$ cat config.mk
export PLATFORM = sky130hd
export DESIGN_NAME = bounded_ordered_list_unit
export DESIGN_NICKNAME = d
export VERILOG_FILES = /design/src/rtl/core/bol_pkg.sv /design/src/rtl/core/bol_datapath.sv /design/src/rtl/core/bol_ctrl.sv /design/src/rtl/core/bounded_ordered_list_unit.sv
export SDC_FILE = /design/constraint.sdc
export NUM_CORES = 1
export LEC_CHECK = 0
export BUFFER_PORTS_ARGS = -buffer_cell sky130_fd_sc_hd__buf_2
export CAP_MARGIN = 25
export CORE_MARGIN = 4
export CORE_UTILIZATION = 55
export DETAILED_ROUTE_END_ITERATION = 7
export PLACE_DENSITY = 0.73
export SLEW_MARGIN = 20
export SYNTH_ARGS = -nofsm -noshare
export SYNTH_HDL_FRONTEND = slang
export SYNTH_SLANG_ARGS = --single-unit
$ cat constraint.sdc
create_clock -name i_clk -period 6.95 [get_ports i_clk]
set_input_delay 1.0425 -clock i_clk [delete_from_list [all_inputs] [get_ports i_clk]]
set_output_delay 1.0425 -clock i_clk [all_outputs]
set_load 0.005 [all_outputs]
$ cat src/rtl/core/bol_pkg.sv
// Shared widths, codes and controller/datapath interface types of the ordered list unit.
package bol_pkg;

    localparam int CAPACITY_DEF = 16;

    localparam int FUNC_W   = 3;
    localparam int DATA_W   = 32;
    localparam int POS_W    = 8;
    localparam int STATUS_W = 3;
    localparam int FPOS_W   = 5;

    localparam logic [FUNC_W-1:0] FN_INS_FRONT = 3'd0;
    localparam logic [FUNC_W-1:0] FN_INS_REAR  = 3'd1;
    localparam logic [FUNC_W-1:0] FN_DELETE    = 3'd2;
    localparam logic [FUNC_W-1:0] FN_SEARCH    = 3'd3;
    localparam logic [FUNC_W-1:0] FN_DISPLAY   = 3'd4;

    localparam logic [STATUS_W-1:0] ST_OK       = 3'd0;
    localparam logic [STATUS_W-1:0] ST_FULL     = 3'd1;
    localparam logic [STATUS_W-1:0] ST_BADPOS   = 3'd2;
    localparam logic [STATUS_W-1:0] ST_NOTFOUND = 3'd3;
    localparam logic [STATUS_W-1:0] ST_EMPTY    = 3'd4;

    typedef enum logic [2:0] {
        P_HOLD,
        P_ZERO,
        P_TOP,
        P_POS,
        P_INC,
        P_DEC
    } t_ptr_op;

    typedef enum logic [1:0] {
        W_NONE,
        W_FRONT,
        W_REAR,
        W_SHIFT
    } t_wr_op;

    typedef enum logic [1:0] {
        C_HOLD,
        C_INC,
        C_DEC
    } t_cnt_op;

    typedef enum logic [2:0] {
        E_NONE,
        E_OK,
        E_FULL,
        E_BADPOS,
        E_NOTFOUND,
        E_EMPTY,
        E_FOUND,
        E_ELEM
    } t_emit;

    typedef struct packed {
        logic    load;
        t_ptr_op ptr_op;
        logic    rd;
        t_wr_op  wr_op;
        t_cnt_op cnt_op;
        t_emit   emit;
    } t_cmd;

    typedef struct packed {
        logic [FUNC_W-1:0] func;
        logic              full;
        logic              empty;
        logic              pos_bad;
        logic              del_tail;
        logic              walk_end;
        logic              match;
        logic              prev_last;
        logic              out_free;
    } t_stat;

endpackage

$ cat src/rtl/core/bol_datapath.sv
// Datapath of the ordered list unit: element memory, count, pointers and output register.
module bol_datapath import bol_pkg::*; #(
    parameter int CAPACITY = CAPACITY_DEF
) (
    input  logic                       i_clk,
    input  logic                       i_rst_n,
    input  t_cmd                       i_cmd,
    output t_stat                      o_stat,
    input  logic [FUNC_W-1:0]          i_func,
    input  logic signed [DATA_W-1:0]   i_value,
    input  logic signed [DATA_W-1:0]   i_key,
    input  logic [POS_W-1:0]           i_position,
    input  logic                       i_out_ready,
    output logic                       o_out_valid,
    output logic [STATUS_W-1:0]        o_status,
    output logic [FPOS_W-1:0]          o_found_position,
    output logic signed [DATA_W-1:0]   o_element,
    output logic                       o_last
);

    localparam int AW = $clog2(CAPACITY);
    localparam int CW = $clog2(CAPACITY + 1);

    logic [DATA_W-1:0]   mem [CAPACITY];

    logic [FUNC_W-1:0]   r_func;
    logic [DATA_W-1:0]   r_value;
    logic [DATA_W-1:0]   r_key;
    logic [POS_W-1:0]    r_pos_eff;
    logic [CW-1:0]       r_count;
    logic [CW-1:0]       n_count;
    logic [AW-1:0]       r_ptr;
    logic [AW-1:0]       n_ptr;
    logic [AW-1:0]       r_prev;
    logic [DATA_W-1:0]   r_rd_data;

    logic                r_out_valid;
    logic [STATUS_W-1:0] r_status;
    logic [FPOS_W-1:0]   r_fpos;
    logic [DATA_W-1:0]   r_element;
    logic                r_last;

    logic                shift_up;
    logic                wr_en;
    logic [AW-1:0]       wr_addr;
    logic [DATA_W-1:0]   wr_data;
    logic [CW-1:0]       last_idx;
    logic [CW-1:0]       prev_pos;

    // Insert at front walks from the top down; delete walks upward.
    assign shift_up = (r_func == FN_INS_FRONT);
    assign last_idx = r_count - 1'b1;
    assign prev_pos = CW'(r_prev) + CW'(1);

    always_comb begin
        wr_en   = 1'b0;
        wr_addr = '0;
        wr_data = r_value;
        case (i_cmd.wr_op)
            W_FRONT: begin
                wr_en   = 1'b1;
                wr_addr = '0;
            end
            W_REAR: begin
                wr_en   = 1'b1;
                wr_addr = r_count[AW-1:0];
            end
            W_SHIFT: begin
                wr_en   = 1'b1;
                wr_addr = shift_up ? (r_prev + 1'b1) : (r_prev - 1'b1);
                wr_data = r_rd_data;
            end
            default: begin
                wr_en = 1'b0;
            end
        endcase
    end

    always_comb begin
        case (i_cmd.ptr_op)
            P_ZERO:  n_ptr = '0;
            P_TOP:   n_ptr = AW'(last_idx);
            P_POS:   n_ptr = AW'(r_pos_eff);
            P_INC:   n_ptr = r_ptr + 1'b1;
            P_DEC:   n_ptr = r_ptr - 1'b1;
            default: n_ptr = r_ptr;
        endcase
    end

    always_comb begin
        case (i_cmd.cnt_op)
            C_INC:   n_count = r_count + 1'b1;
            C_DEC:   n_count = r_count - 1'b1;
            default: n_count = r_count;
        endcase
    end

    // Memory: one write port, one registered read port.
    always_ff @(posedge i_clk) begin
        if (wr_en) begin
            mem[wr_addr] <= wr_data;
        end
        if (i_cmd.rd) begin
            r_rd_data <= mem[r_ptr];
            r_prev    <= r_ptr;
        end
    end

    always_ff @(posedge i_clk) begin
        r_ptr <= n_ptr;
        if (i_cmd.load) begin
            r_func    <= i_func;
            r_value   <= i_value;
            r_key     <= i_key;
            r_pos_eff <= (i_position == '0) ? POS_W'(1) : i_position;
        end
    end

    always_ff @(posedge i_clk) begin
        if (!i_rst_n) begin
            r_count     <= '0;
            r_out_valid <= 1'b0;
        end else begin
            r_count <= n_count;
            if (i_cmd.emit != E_NONE) begin
                r_out_valid <= 1'b1;
            end else if (i_out_ready) begin
                r_out_valid <= 1'b0;
            end
        end
    end

    always_ff @(posedge i_clk) begin
        if (i_cmd.emit != E_NONE) begin
            r_fpos    <= (i_cmd.emit == E_FOUND) ? FPOS_W'(prev_pos) : '0;
            r_element <= (i_cmd.emit == E_ELEM) ? r_rd_data : '0;
            r_last    <= (i_cmd.emit == E_ELEM) ? (CW'(r_prev) == last_idx) : 1'b1;
            case (i_cmd.emit)
                E_FULL:     r_status <= ST_FULL;
                E_BADPOS:   r_status <= ST_BADPOS;
                E_NOTFOUND: r_status <= ST_NOTFOUND;
                E_EMPTY:    r_status <= ST_EMPTY;
                default:    r_status <= ST_OK;
            endcase
        end
    end

    always_comb begin
        o_stat.func      = r_func;
        o_stat.full      = (r_count >= CW'(CAPACITY));
        o_stat.empty     = (r_count == '0);
        o_stat.pos_bad   = (32'(r_pos_eff) > 32'(r_count));
        o_stat.del_tail  = (32'(r_pos_eff) == 32'(r_count));
        o_stat.walk_end  = shift_up ? (r_ptr == '0) : (CW'(r_ptr) == last_idx);
        o_stat.match     = (r_rd_data == r_key);
        o_stat.prev_last = (CW'(r_prev) == last_idx);
        o_stat.out_free  = !r_out_valid || i_out_ready;
    end

    assign o_out_valid      = r_out_valid;
    assign o_status         = r_status;
    assign o_found_position = r_fpos;
    assign o_element        = r_element;
    assign o_last           = r_last;

    a_count_bound: assert property (@(posedge i_clk) disable iff (!i_rst_n)
        r_count <= CW'(CAPACITY))
        else $error("element count exceeds capacity");

    a_read_in_range: assert property (@(posedge i_clk) disable iff (!i_rst_n)
        i_cmd.rd |-> (CW'(r_ptr) < r_count))
        else $error("read of an entry outside the list");

    a_insert_room: assert property (@(posedge i_clk) disable iff (!i_rst_n)
        (i_cmd.wr_op == W_FRONT || i_cmd.wr_op == W_REAR) |-> !o_stat.full)
        else $error("insert write into a full list");

endmodule

$ cat src/rtl/core/bol_ctrl.sv
// Controller state machine of the ordered list unit.
module bol_ctrl import bol_pkg::*; (
    input  logic              i_clk,
    input  logic              i_rst_n,
    input  logic              i_in_valid,
    input  logic [FUNC_W-1:0] i_func,
    output logic              o_in_ready,
    input  t_stat             i_stat,
    output t_cmd              o_cmd
);

    typedef enum logic [3:0] {
        S_IDLE,
        S_REAR,
        S_FRONT,
        S_DEL,
        S_SH0,
        S_SH,
        S_SH_LAST,
        S_FIN,
        S_SRCH,
        S_SR_CHK,
        S_DISP,
        S_DS_OUT
    } t_state;

    t_state r_state;
    t_state n_state;
    t_cmd   cmd;
    t_ptr_op step_op;

    assign step_op = (i_stat.func == FN_INS_FRONT) ? P_DEC : P_INC;

    always_comb begin
        cmd     = '0;
        n_state = r_state;
        case (r_state)
            S_IDLE: begin
                if (i_in_valid) begin
                    cmd.load   = 1'b1;
                    cmd.ptr_op = P_ZERO;
                    case (i_func)
                        FN_INS_FRONT: n_state = S_FRONT;
                        FN_INS_REAR:  n_state = S_REAR;
                        FN_DELETE:    n_state = S_DEL;
                        FN_SEARCH:    n_state = S_SRCH;
                        FN_DISPLAY:   n_state = S_DISP;
                        default:      n_state = S_IDLE;
                    endcase
                end
            end
            S_REAR: begin
                if (i_stat.out_free) begin
                    if (i_stat.full) begin
                        cmd.emit = E_FULL;
                    end else begin
                        cmd.wr_op  = W_REAR;
                        cmd.cnt_op = C_INC;
                        cmd.emit   = E_OK;
                    end
                    n_state = S_IDLE;
                end
            end
            S_FRONT: begin
                if (i_stat.full) begin
                    if (i_stat.out_free) begin
                        cmd.emit = E_FULL;
                        n_state  = S_IDLE;
                    end
                end else if (i_stat.empty) begin
                    if (i_stat.out_free) begin
                        cmd.wr_op  = W_FRONT;
                        cmd.cnt_op = C_INC;
                        cmd.emit   = E_OK;
                        n_state    = S_IDLE;
                    end
                end else begin
                    cmd.ptr_op = P_TOP;
                    n_state    = S_SH0;
                end
            end
            S_DEL: begin
                if (i_stat.pos_bad) begin
                    if (i_stat.out_free) begin
                        cmd.emit = E_BADPOS;
                        n_state  = S_IDLE;
                    end
                end else if (i_stat.del_tail) begin
                    n_state = S_FIN;
                end else begin
                    cmd.ptr_op = P_POS;
                    n_state    = S_SH0;
                end
            end
            // The shift reads one entry a cycle and writes the entry read
            // the cycle before into its neighbor.
            S_SH0, S_SH: begin
                cmd.rd = 1'b1;
                if (r_state == S_SH) begin
                    cmd.wr_op = W_SHIFT;
                end
                if (i_stat.walk_end) begin
                    n_state = S_SH_LAST;
                end else begin
                    cmd.ptr_op = step_op;
                    n_state    = S_SH;
                end
            end
            S_SH_LAST: begin
                cmd.wr_op = W_SHIFT;
                n_state   = S_FIN;
            end
            S_FIN: begin
                if (i_stat.out_free) begin
                    cmd.emit = E_OK;
                    if (i_stat.func == FN_INS_FRONT) begin
                        cmd.wr_op  = W_FRONT;
                        cmd.cnt_op = C_INC;
                    end else begin
                        cmd.cnt_op = C_DEC;
                    end
                    n_state = S_IDLE;
                end
            end
            S_SRCH: begin
                if (i_stat.empty) begin
                    if (i_stat.out_free) begin
                        cmd.emit = E_NOTFOUND;
                        n_state  = S_IDLE;
                    end
                end else begin
                    cmd.rd     = 1'b1;
                    cmd.ptr_op = P_INC;
                    n_state    = S_SR_CHK;
                end
            end
            S_SR_CHK: begin
                if (i_stat.match) begin
                    if (i_stat.out_free) begin
                        cmd.emit = E_FOUND;
                        n_state  = S_IDLE;
                    end
                end else if (i_stat.prev_last) begin
                    if (i_stat.out_free) begin
                        cmd.emit = E_NOTFOUND;
                        n_state  = S_IDLE;
                    end
                end else begin
                    cmd.rd     = 1'b1;
                    cmd.ptr_op = P_INC;
                end
            end
            S_DISP: begin
                if (i_stat.empty) begin
                    if (i_stat.out_free) begin
                        cmd.emit = E_EMPTY;
                        n_state  = S_IDLE;
                    end
                end else begin
                    cmd.rd     = 1'b1;
                    cmd.ptr_op = P_INC;
                    n_state    = S_DS_OUT;
                end
            end
            S_DS_OUT: begin
                // The next entry is read only once this word has left.
                if (i_stat.out_free) begin
                    cmd.emit = E_ELEM;
                    if (i_stat.prev_last) begin
                        n_state = S_IDLE;
                    end else begin
                        cmd.rd     = 1'b1;
                        cmd.ptr_op = P_INC;
                    end
                end
            end
            default: begin
                n_state = S_IDLE;
            end
        endcase
    end

    always_ff @(posedge i_clk) begin
        if (!i_rst_n) begin
            r_state <= S_IDLE;
        end else begin
            r_state <= n_state;
        end
    end

    assign o_cmd      = cmd;
    assign o_in_ready = (r_state == S_IDLE);

    a_emit_free: assert property (@(posedge i_clk) disable iff (!i_rst_n)
        (cmd.emit != E_NONE) |-> i_stat.out_free)
        else $error("result issued while the output register is occupied");

    a_count_with_ok: assert property (@(posedge i_clk) disable iff (!i_rst_n)
        (cmd.cnt_op != C_HOLD) |-> (cmd.emit == E_OK))
        else $error("element count changed without an ok result");

    a_shift_after_read: assert property (@(posedge i_clk) disable iff (!i_rst_n)
        (cmd.wr_op == W_SHIFT) |-> $past(cmd.rd))
        else $error("shift write without a read in the previous cycle");

endmodule

$ cat src/rtl/core/bounded_ordered_list_unit.sv
// Top level of the ordered list unit: controller and datapath.
//
//   channel   direction  handshake                   words
//   input     in         i_in_valid / o_in_ready     i_func, i_value, i_key, i_position
//   output    out        o_out_valid / i_out_ready   o_status, o_found_position,
//                                                    o_element, o_last
//
// One word is taken at a time; the accept cycle is followed by the work below.
// Insert rear writes at the rear; insert front into a non-empty, non-full list
// and delete short of the tail shift entries one at a time through the memory;
// a full, empty or bad-position case returns its status. Search reads one entry
// per cycle to a match or the last entry; display one per cycle unless the
// output stalls. Reset clears the count, output valid and controller state; the
// memory is not cleared and needs no sweep. A stalled output holds search and
// display until the output word is taken; a shift runs to its end, then waits.
module bounded_ordered_list_unit import bol_pkg::*; #(
    parameter int CAPACITY = CAPACITY_DEF
) (
    input  logic                     i_clk,
    input  logic                     i_rst_n,
    input  logic                     i_in_valid,
    output logic                     o_in_ready,
    input  logic [FUNC_W-1:0]        i_func,
    input  logic signed [DATA_W-1:0] i_value,
    input  logic signed [DATA_W-1:0] i_key,
    input  logic [POS_W-1:0]         i_position,
    output logic                     o_out_valid,
    input  logic                     i_out_ready,
    output logic [STATUS_W-1:0]      o_status,
    output logic [FPOS_W-1:0]        o_found_position,
    output logic signed [DATA_W-1:0] o_element,
    output logic                     o_last
);

    t_cmd  cmd;
    t_stat stat;

    bol_ctrl u_ctrl (
        .i_clk      (i_clk),
        .i_rst_n    (i_rst_n),
        .i_in_valid (i_in_valid),
        .i_func     (i_func),
        .o_in_ready (o_in_ready),
        .i_stat     (stat),
        .o_cmd      (cmd)
    );

    bol_datapath #(
        .CAPACITY (CAPACITY)
    ) u_datapath (
        .i_clk            (i_clk),
        .i_rst_n          (i_rst_n),
        .i_cmd            (cmd),
        .o_stat           (stat),
        .i_func           (i_func),
        .i_value          (i_value),
        .i_key            (i_key),
        .i_position       (i_position),
        .i_out_ready      (i_out_ready),
        .o_out_valid      (o_out_valid),
        .o_status         (o_status),
        .o_found_position (o_found_position),
        .o_element        (o_element),
        .o_last           (o_last)
    );

endmodule
## After elaboration in Yosys (flattened, before gate mapping)

Memories as Yosys holds them, arrays and structs flattened. A register that Yosys moved wholly into a read port is not among the register bits.
Cells that the tools add are included.

- Add/subtract/negate cells: 7
- Order comparisons: 2
- Eq/ne operators: 39
- Mux-type cells: 66
- Reduce and logical (&&, ||, !) cells: 17

Operators by type and width:

| operator | number |
|---|---|
| 4-bit two-way mux | 19 |
| 4-bit one-hot mux with 10 select lines | 1 |
| 4-bit one-hot mux with 5 select lines | 2 |
| 3-bit two-way mux | 13 |
| 32-bit == test | 1 |
| 32-bit two-way mux | 1 |
| 3-bit one-hot mux with 8 select lines | 1 |
| 3-bit == test, second input constant | 7 |
| 3-bit one-hot mux with 7 select lines | 1 |
| 3-bit by 2-bit == test with 1-bit output, second input constant | 6 |
| 2-bit two-way mux | 9 |
| 4-bit by 3-bit == test with 1-bit output, second input constant | 4 |
| 4-bit == test, second input constant | 4 |
| 7-bit two-way mux | 2 |
| 6-bit two-way mux | 2 |
| 3-bit one-hot mux with 4 select lines | 1 |
| 4-bit by 5-bit == test with 1-bit output | 2 |
| 2-bit one-hot mux with 5 select lines | 1 |
| 5-bit one-hot mux with 2 select lines | 1 |
| 1-bit two-way mux | 9 |
| 4-bit by 1-bit adder with 4-bit output, second input constant | 2 |
| 4-bit by 2-bit == test with 1-bit output, second input constant | 2 |
| 8-bit by 5-bit == test with 1-bit output | 1 |
| 8-bit by 5-bit > comparator with 1-bit output | 1 |
| other kinds (26) | 38 |

- Register bits after elaboration: 134
- Bits in writable memories: 512
- Bits of input ports: 79
- Output and inout port bits: 43
- Word-level logic and storage cells: 145
- Memories kept: 1

Memories:

| name | words | bits a word | read ports | clocked after Yosys merged registers in | wr ports | line | RTL |
|---|---|---|---|---|---|---|---|
| u_datapath.mem | 16 | 32 | 1 | 1 | 1 | bol_datapath.sv:24 | `logic [DATA_W-1:0] mem [CAPACITY];` |

## Longest topological paths before layout

- Depth in word-level cells: 11
- Mapped depth: 13
- Gate-level depth less buffers: 11

## Cells and area by module

A second synthesis with hierarchy kept.

- Cells, all modules: 1,423
- Area, all modules: 27,084.7 um^2

By module, submodules not included:

| module | instances | cells each | area each (um^2) | seq. area each (um^2) |
|---|---|---|---|---|
| bol_datapath | 1 | 1,306 | 26,376.5 | 20,179.4 |
| bol_ctrl | 1 | 117 | 708.2 | 80.1 |

## Worst setup path before layout

OpenSTA, ideal clock, no wires.

- Path kind: register to register
- From: reg u_datapath.r_count[2]
- To: reg u_datapath.r_element[0], in the netlist u_datapath.o_element[0], enable pin
- Library setup time: 496 ps
- Data arrival time: 4,558 ps
- Data required time: 6,454 ps
- Setup slack: 1,895 ps
- Stages on the path, launching flop included: 10
- Buffers on the path: 1
- Period minus slack after synthesis: 5,055 ps
- Cell sequence: dfxtp_1 buf_2 inv_1 ha_1 and4b_1 o21a_1 nor3_1 o21ai_0 a21oi_1 o21ai_0

- Cells in the longest elaborated chain, start to end: 6
- Elaborated cells between the ends (all ways): 16
- Those cells by class: add/sub: 1; order compare: 2; eq/ne: 1; mux: 10; reduce/logical: 2

Ends and longest elaborated chain:

| element | line | RTL |
|---|---|---|
| start: declaration | bol_datapath.sv:30 | `logic [CW-1:0] r_count;` |
| start signal: assignment | bol_datapath.sv:124 | `r_count <= n_count;` |
| 5-bit by 1-bit subtractor with 5-bit output | bol_datapath.sv:52 | `assign last_idx = r_count - 1'b1;` |
| 4-bit by 5-bit == test with 1-bit output | bol_datapath.sv:156 | `o_stat.prev_last = (CW'(r_prev) == last_idx);` |
| 3-bit two-way mux | bol_ctrl.sv:143 | `end else if (i_stat.prev_last) begin` |
| 3-bit two-way mux | bol_ctrl.sv:138 | `if (i_stat.match) begin` |
| 3-bit one-hot mux with 8 select lines (*) | bol_ctrl.sv:37 | `case (r_state)` |
| 3-bit nonzero test (*) | bol_datapath.sv:134 | `if (i_cmd.emit != E_NONE) begin` |
| end signal: assignment | bol_datapath.sv:136 | `r_element <= (i_cmd.emit == E_ELEM) ? r_rd_data : '0;` |
| end: declaration | bol_datapath.sv:40 | `logic [DATA_W-1:0] r_element;` |

Mark *: on every way between the ends. The rest lies on a longest branch, timed or not.
A chain may end at the register's enable or synchronous reset.

## Final worst setup path

- From: reg u_ctrl.r_state[1]
- To: mem u_datapath.mem[11][31], enable pin

- Cells in the longest elaborated chain, start to end: 8
- Elaborated cells between the ends (all ways): 17
- Those cells by class: eq/ne: 9; mux: 6; reduce/logical: 2

Ends and longest elaborated chain:

| element | line | RTL |
|---|---|---|
| start: declaration | bol_ctrl.sv:27 | `t_state r_state;` |
| start signal: assignment | bol_ctrl.sv:187 | `r_state <= n_state;` |
| 4-bit by 3-bit == test with 1-bit output, on equally long branches | bol_ctrl.sv:37, bol_ctrl.sv:99 |  |
| 2-bit two-way mux or 2-bit OR reduction (tied branches) | bol_ctrl.sv:99, bol_ctrl.sv:37 |  |
| 2-bit one-hot mux with 5 select lines (*) | bol_ctrl.sv:37 |  |
| 2-bit by 1-bit == test with 1-bit output or 2-bit == test (tied branches) | bol_datapath.sv:59 | `case (i_cmd.wr_op)` |
| 3-bit OR reduction (no line) | n/a |  |
| 1-bit two-way mux | bol_datapath.sv:59 |  |
| 1-bit two-way mux | bol_datapath.sv:100 | `if (wr_en) begin` |
| 1-bit two-way mux (not written as such) | bol_datapath.sv:101 | `mem[wr_addr] <= wr_data;` |
| end: declaration | bol_datapath.sv:24 |  |

Marks and branches as above.

==> metrics.yaml <==
run:
  cap_viol_max_count: 0
timing:
  max_freq_mhz: 258
  grt_setup_unrepaired: "false"
  hold_ws_ps: 577
  max_slew.worst_pin.slew_ps: 1050
  setup_viol: 0
  max-slew-margin-rel: 0.297
  slew_viol_final: 0
  skew_ps: 30.7
  period_minus_slack_ps: 3880
  tns_ps: 0
  min_period_over_period: 0.559
  hold_viol: 0
pwr:
  vdd_drop_max_v: 0.000170
  power.leakage_nw: 9.96
  pwr-share-comb: 0.110
  p_sw_frac: 0.229
  netSwitchingPower_mw: 2.15
  p_seq_frac: 0.509
  power_frac_clock: 0.381
  internal_power_mw: 7.23
  cellPowerDensity_mw_per_mm2: 308
  totalPowerFinal_mw: 9.38
critical_path:
  worstPathArrival_ps: 4180
  critPathKind: "reg -> reg"
  crit_fanout: 40
  crit_path_start_kind: "flop"
  cp-end-kind: "flop"
  reg2regPathDepth: 7
  worstPathRequired_ps: 7250
floorplanning:
  die_w_um: 228
  rows: 80
  ioPinCount: 122
  coreArea_mm2: 0.0478
  chipHeight_um: 228
  initial_core_util: 0.558
  die_area_mm2: 0.0522
drt:
  drt_wl_total_um: 62700
  drt_iter0_drc: 1577
  vias_per_cell: 6.30
  vias: 13568
  post_drt_wl_per_cell_um: 29.1
  detail-route-antenna-nets: 0
  drc: 0
  detail_route.first_pass.iterations: 5
synthesis:
  synth-edff-count: 668
  ys_types: 62
  synth_area_leaders: "edfxtp_1 (75%), mux4_2 (13%), nand2_1 (1.7%)"
  synthCells: 1334
  syn_avg_cell_area_um2: 20.0
  syn-num-nets: 1429
  yosysWarnings: 0
  synth_top_area_frac: 0.751
  syn-cell-area_mm2: 0.0267
  async_flop_share: 0
  yosysTopAreaCell: "edfxtp_1"
  synth_ff_type: "edfxtp_1"
  ys_seq_area_frac: 0.758
  synth_seq_cells: 678
clock_network:
  cts_resized: 0
  ctsLongestPathBuffers: 3
  cts_hold_buf: 0
  cts-root-buf: "clkbuf_16"
  numCtsBuffers: 69
  cts_sinks: 678
  clk_latency_ps: 600
  postCtsSetupRepairBufs: 0
  h-tree-depth: 3
  cts_tree: "done"
  clkSlewWorstSetupHoldPaths_ps: 60
placement:
  place_congestion: 0.865
  io_buffer_count: 121
  dp_hpwl_um: 37000
final_layout:
  area_growth_pct: 14.1
  nets: 1585
  n_antenna_cell: 0
  drive_gt1_frac: 0.283
min_path:
  holdPathStages: 2
  hold_path.class: "reg -> reg"
global_route:
  grt_max_degree: 102
  gr-total-overflow: 0
  grt_pass1_vias: 13789
  grt_pass1_wl_um: 92500
  antenna_found_initial: 1
  grt_usage: 0.242
run_status:
  status: "finished, final reports clean"
registers in the layout, summed over array words and instances (netlist names):
signal	flops
u_datapath.r_prev	4
u_datapath.o_last	1
u_datapath.mem	512
u_datapath.r_count	5
u_datapath.r_rd_data	32
u_datapath.r_ptr	4
u_datapath.r_value	32
u_datapath.r_pos_eff	8
u_datapath.r_func	3
u_datapath.o_out_valid	1
u_datapath.o_element	32
u_ctrl.r_state	4
u_datapath.o_found_position	5
u_datapath.r_key	32
u_datapath.o_status	3
synthesized netlist by cell type (all sizes together), types with 2 or more instances:
master   instances
o22ai            2
a221oi           2
o21a             4
nand2b           6
o31ai            2
a21o             5
inv             13
dfxtp           10
nor3            15
and2            34
o21ai           18
nor2b            2
mux4           160
a22oi            2
xnor3            3
a2111oi          2
a21oi           17
ha              14
fa               2
or2              2
edfxtp         668
nor4            13
o211ai           2
o21bai           2
nand4            6
o31a             2
nand3            8
nor2            42
xnor2            9
o221ai           3
or4              3
clkbuf          49
or3              3
a211oi           3
a31oi            6
nor3b            2
nand2          121
xor2            43
buf             18
cell usage in the layout, fill, tap and decap left out, drive strengths merged, types with 3 or more instances in the layout:
master	Yosys	final
a31oi	6	6
a21oi	17	17
edfxtp	668	668
or3	3	3
ha	14	14
o221ai	3	3
mux4	160	160
xor2	43	43
nor2	42	42
nor4	13	13
or4	3	3
xnor2	9	9
a21o	5	5
nand3	8	8
nor3	15	15
inv	13	17
clkbuf	49	87
clkinv	1	24
o21a	4	4
o21ai	18	18
a211oi	3	3
nand4	6	6
and2	34	34
xnor3	3	3
dfxtp	10	10
nand2b	6	6
nand2	121	121
buf	18	152
bufinv	0	6
through the flow:
stage          cells   util  setup WS, ps  cell area (µm²)
6_report        2155  0.637          3070            30500
5_1_grt         2155  0.637          2890            30500
4_1_cts         2155  0.637          3080            30500
3_5_place_dp    2034  0.592          2970            28300
3_3_place_gp    2025  0.588          2850            28100
2_1_floorplan   1334      -          1900            26700
cells by family (layout without fill, tap and decap cells):
group,after synthesis,in the layout,share of synthesized area
and+or+nand+nor,262,262,0.0463
buffers and inverters,81,287,0.0123
xor gates and xnor gates,55,55,0.0196
muxes,161,161,0.135
DFF,678,678,0.758
adders and majority gates,16,16,0.00805
AOI/OAI and AO/OA,81,81,0.0204
power groups by stage:
stage	Clock [mW]	Combinational, mW	Sequential (mW)
6_report	3.57	1.03	4.78
5_1_grt	3.82	1.11	4.78
4_1_cts	3.62	1.05	4.78
3_5_place_dp	0	1.04	4.86
3_3_place_gp	0	1.01	4.86
2_1_floorplan	0	0.691	4.84
critical path: stages (launching register included):
cell,delay [ps]
dfxtp_1,590
nand2b_1,390
a21o_2,890
nor2_1,180
o2bb2ai_1,200
a22oi_1,680
nor2_4,270
buf_4,340
metal layers:
metal / global-route usage / vias to the layer above / share of wire
met1: 0.344 / 7028 / 0.39
met2: 0.383 / 739 / 0.49
li1: - / 5692 / -
met3: 0.0572 / 107 / 0.10
met4: 0.0708 / 2 / 0.025
met5: 0 / - / 0.00021
final timing paths:
check | from | to | slack [ps]
worst max-delay path | u_ctrl.r_state[1] | u_datapath.mem[11][31] | 3070
worst min-delay path | u_datapath.r_pos_eff[0] | u_datapath.r_ptr[0] | 580
worst max register to register | u_ctrl.r_state[1] | u_datapath.mem[11][31] | 3070
worst min register to register | u_datapath.r_pos_eff[0] | u_datapath.r_ptr[0] | 580
area by class of cell:
cell class | count | area [µm²]
Timing Repair Buffer | 152 | 956
Inverter | 14 | 52.6
Sequential cell | 678 | 20300
Fill cell | 3199 | 17400
Clock inverter | 34 | 340
Clock buffer | 87 | 1820
Multi-Input combinational cell | 575 | 6290
Tap cell | 615 | 769
Note: power is estimated with default switching activity, not from simulation.
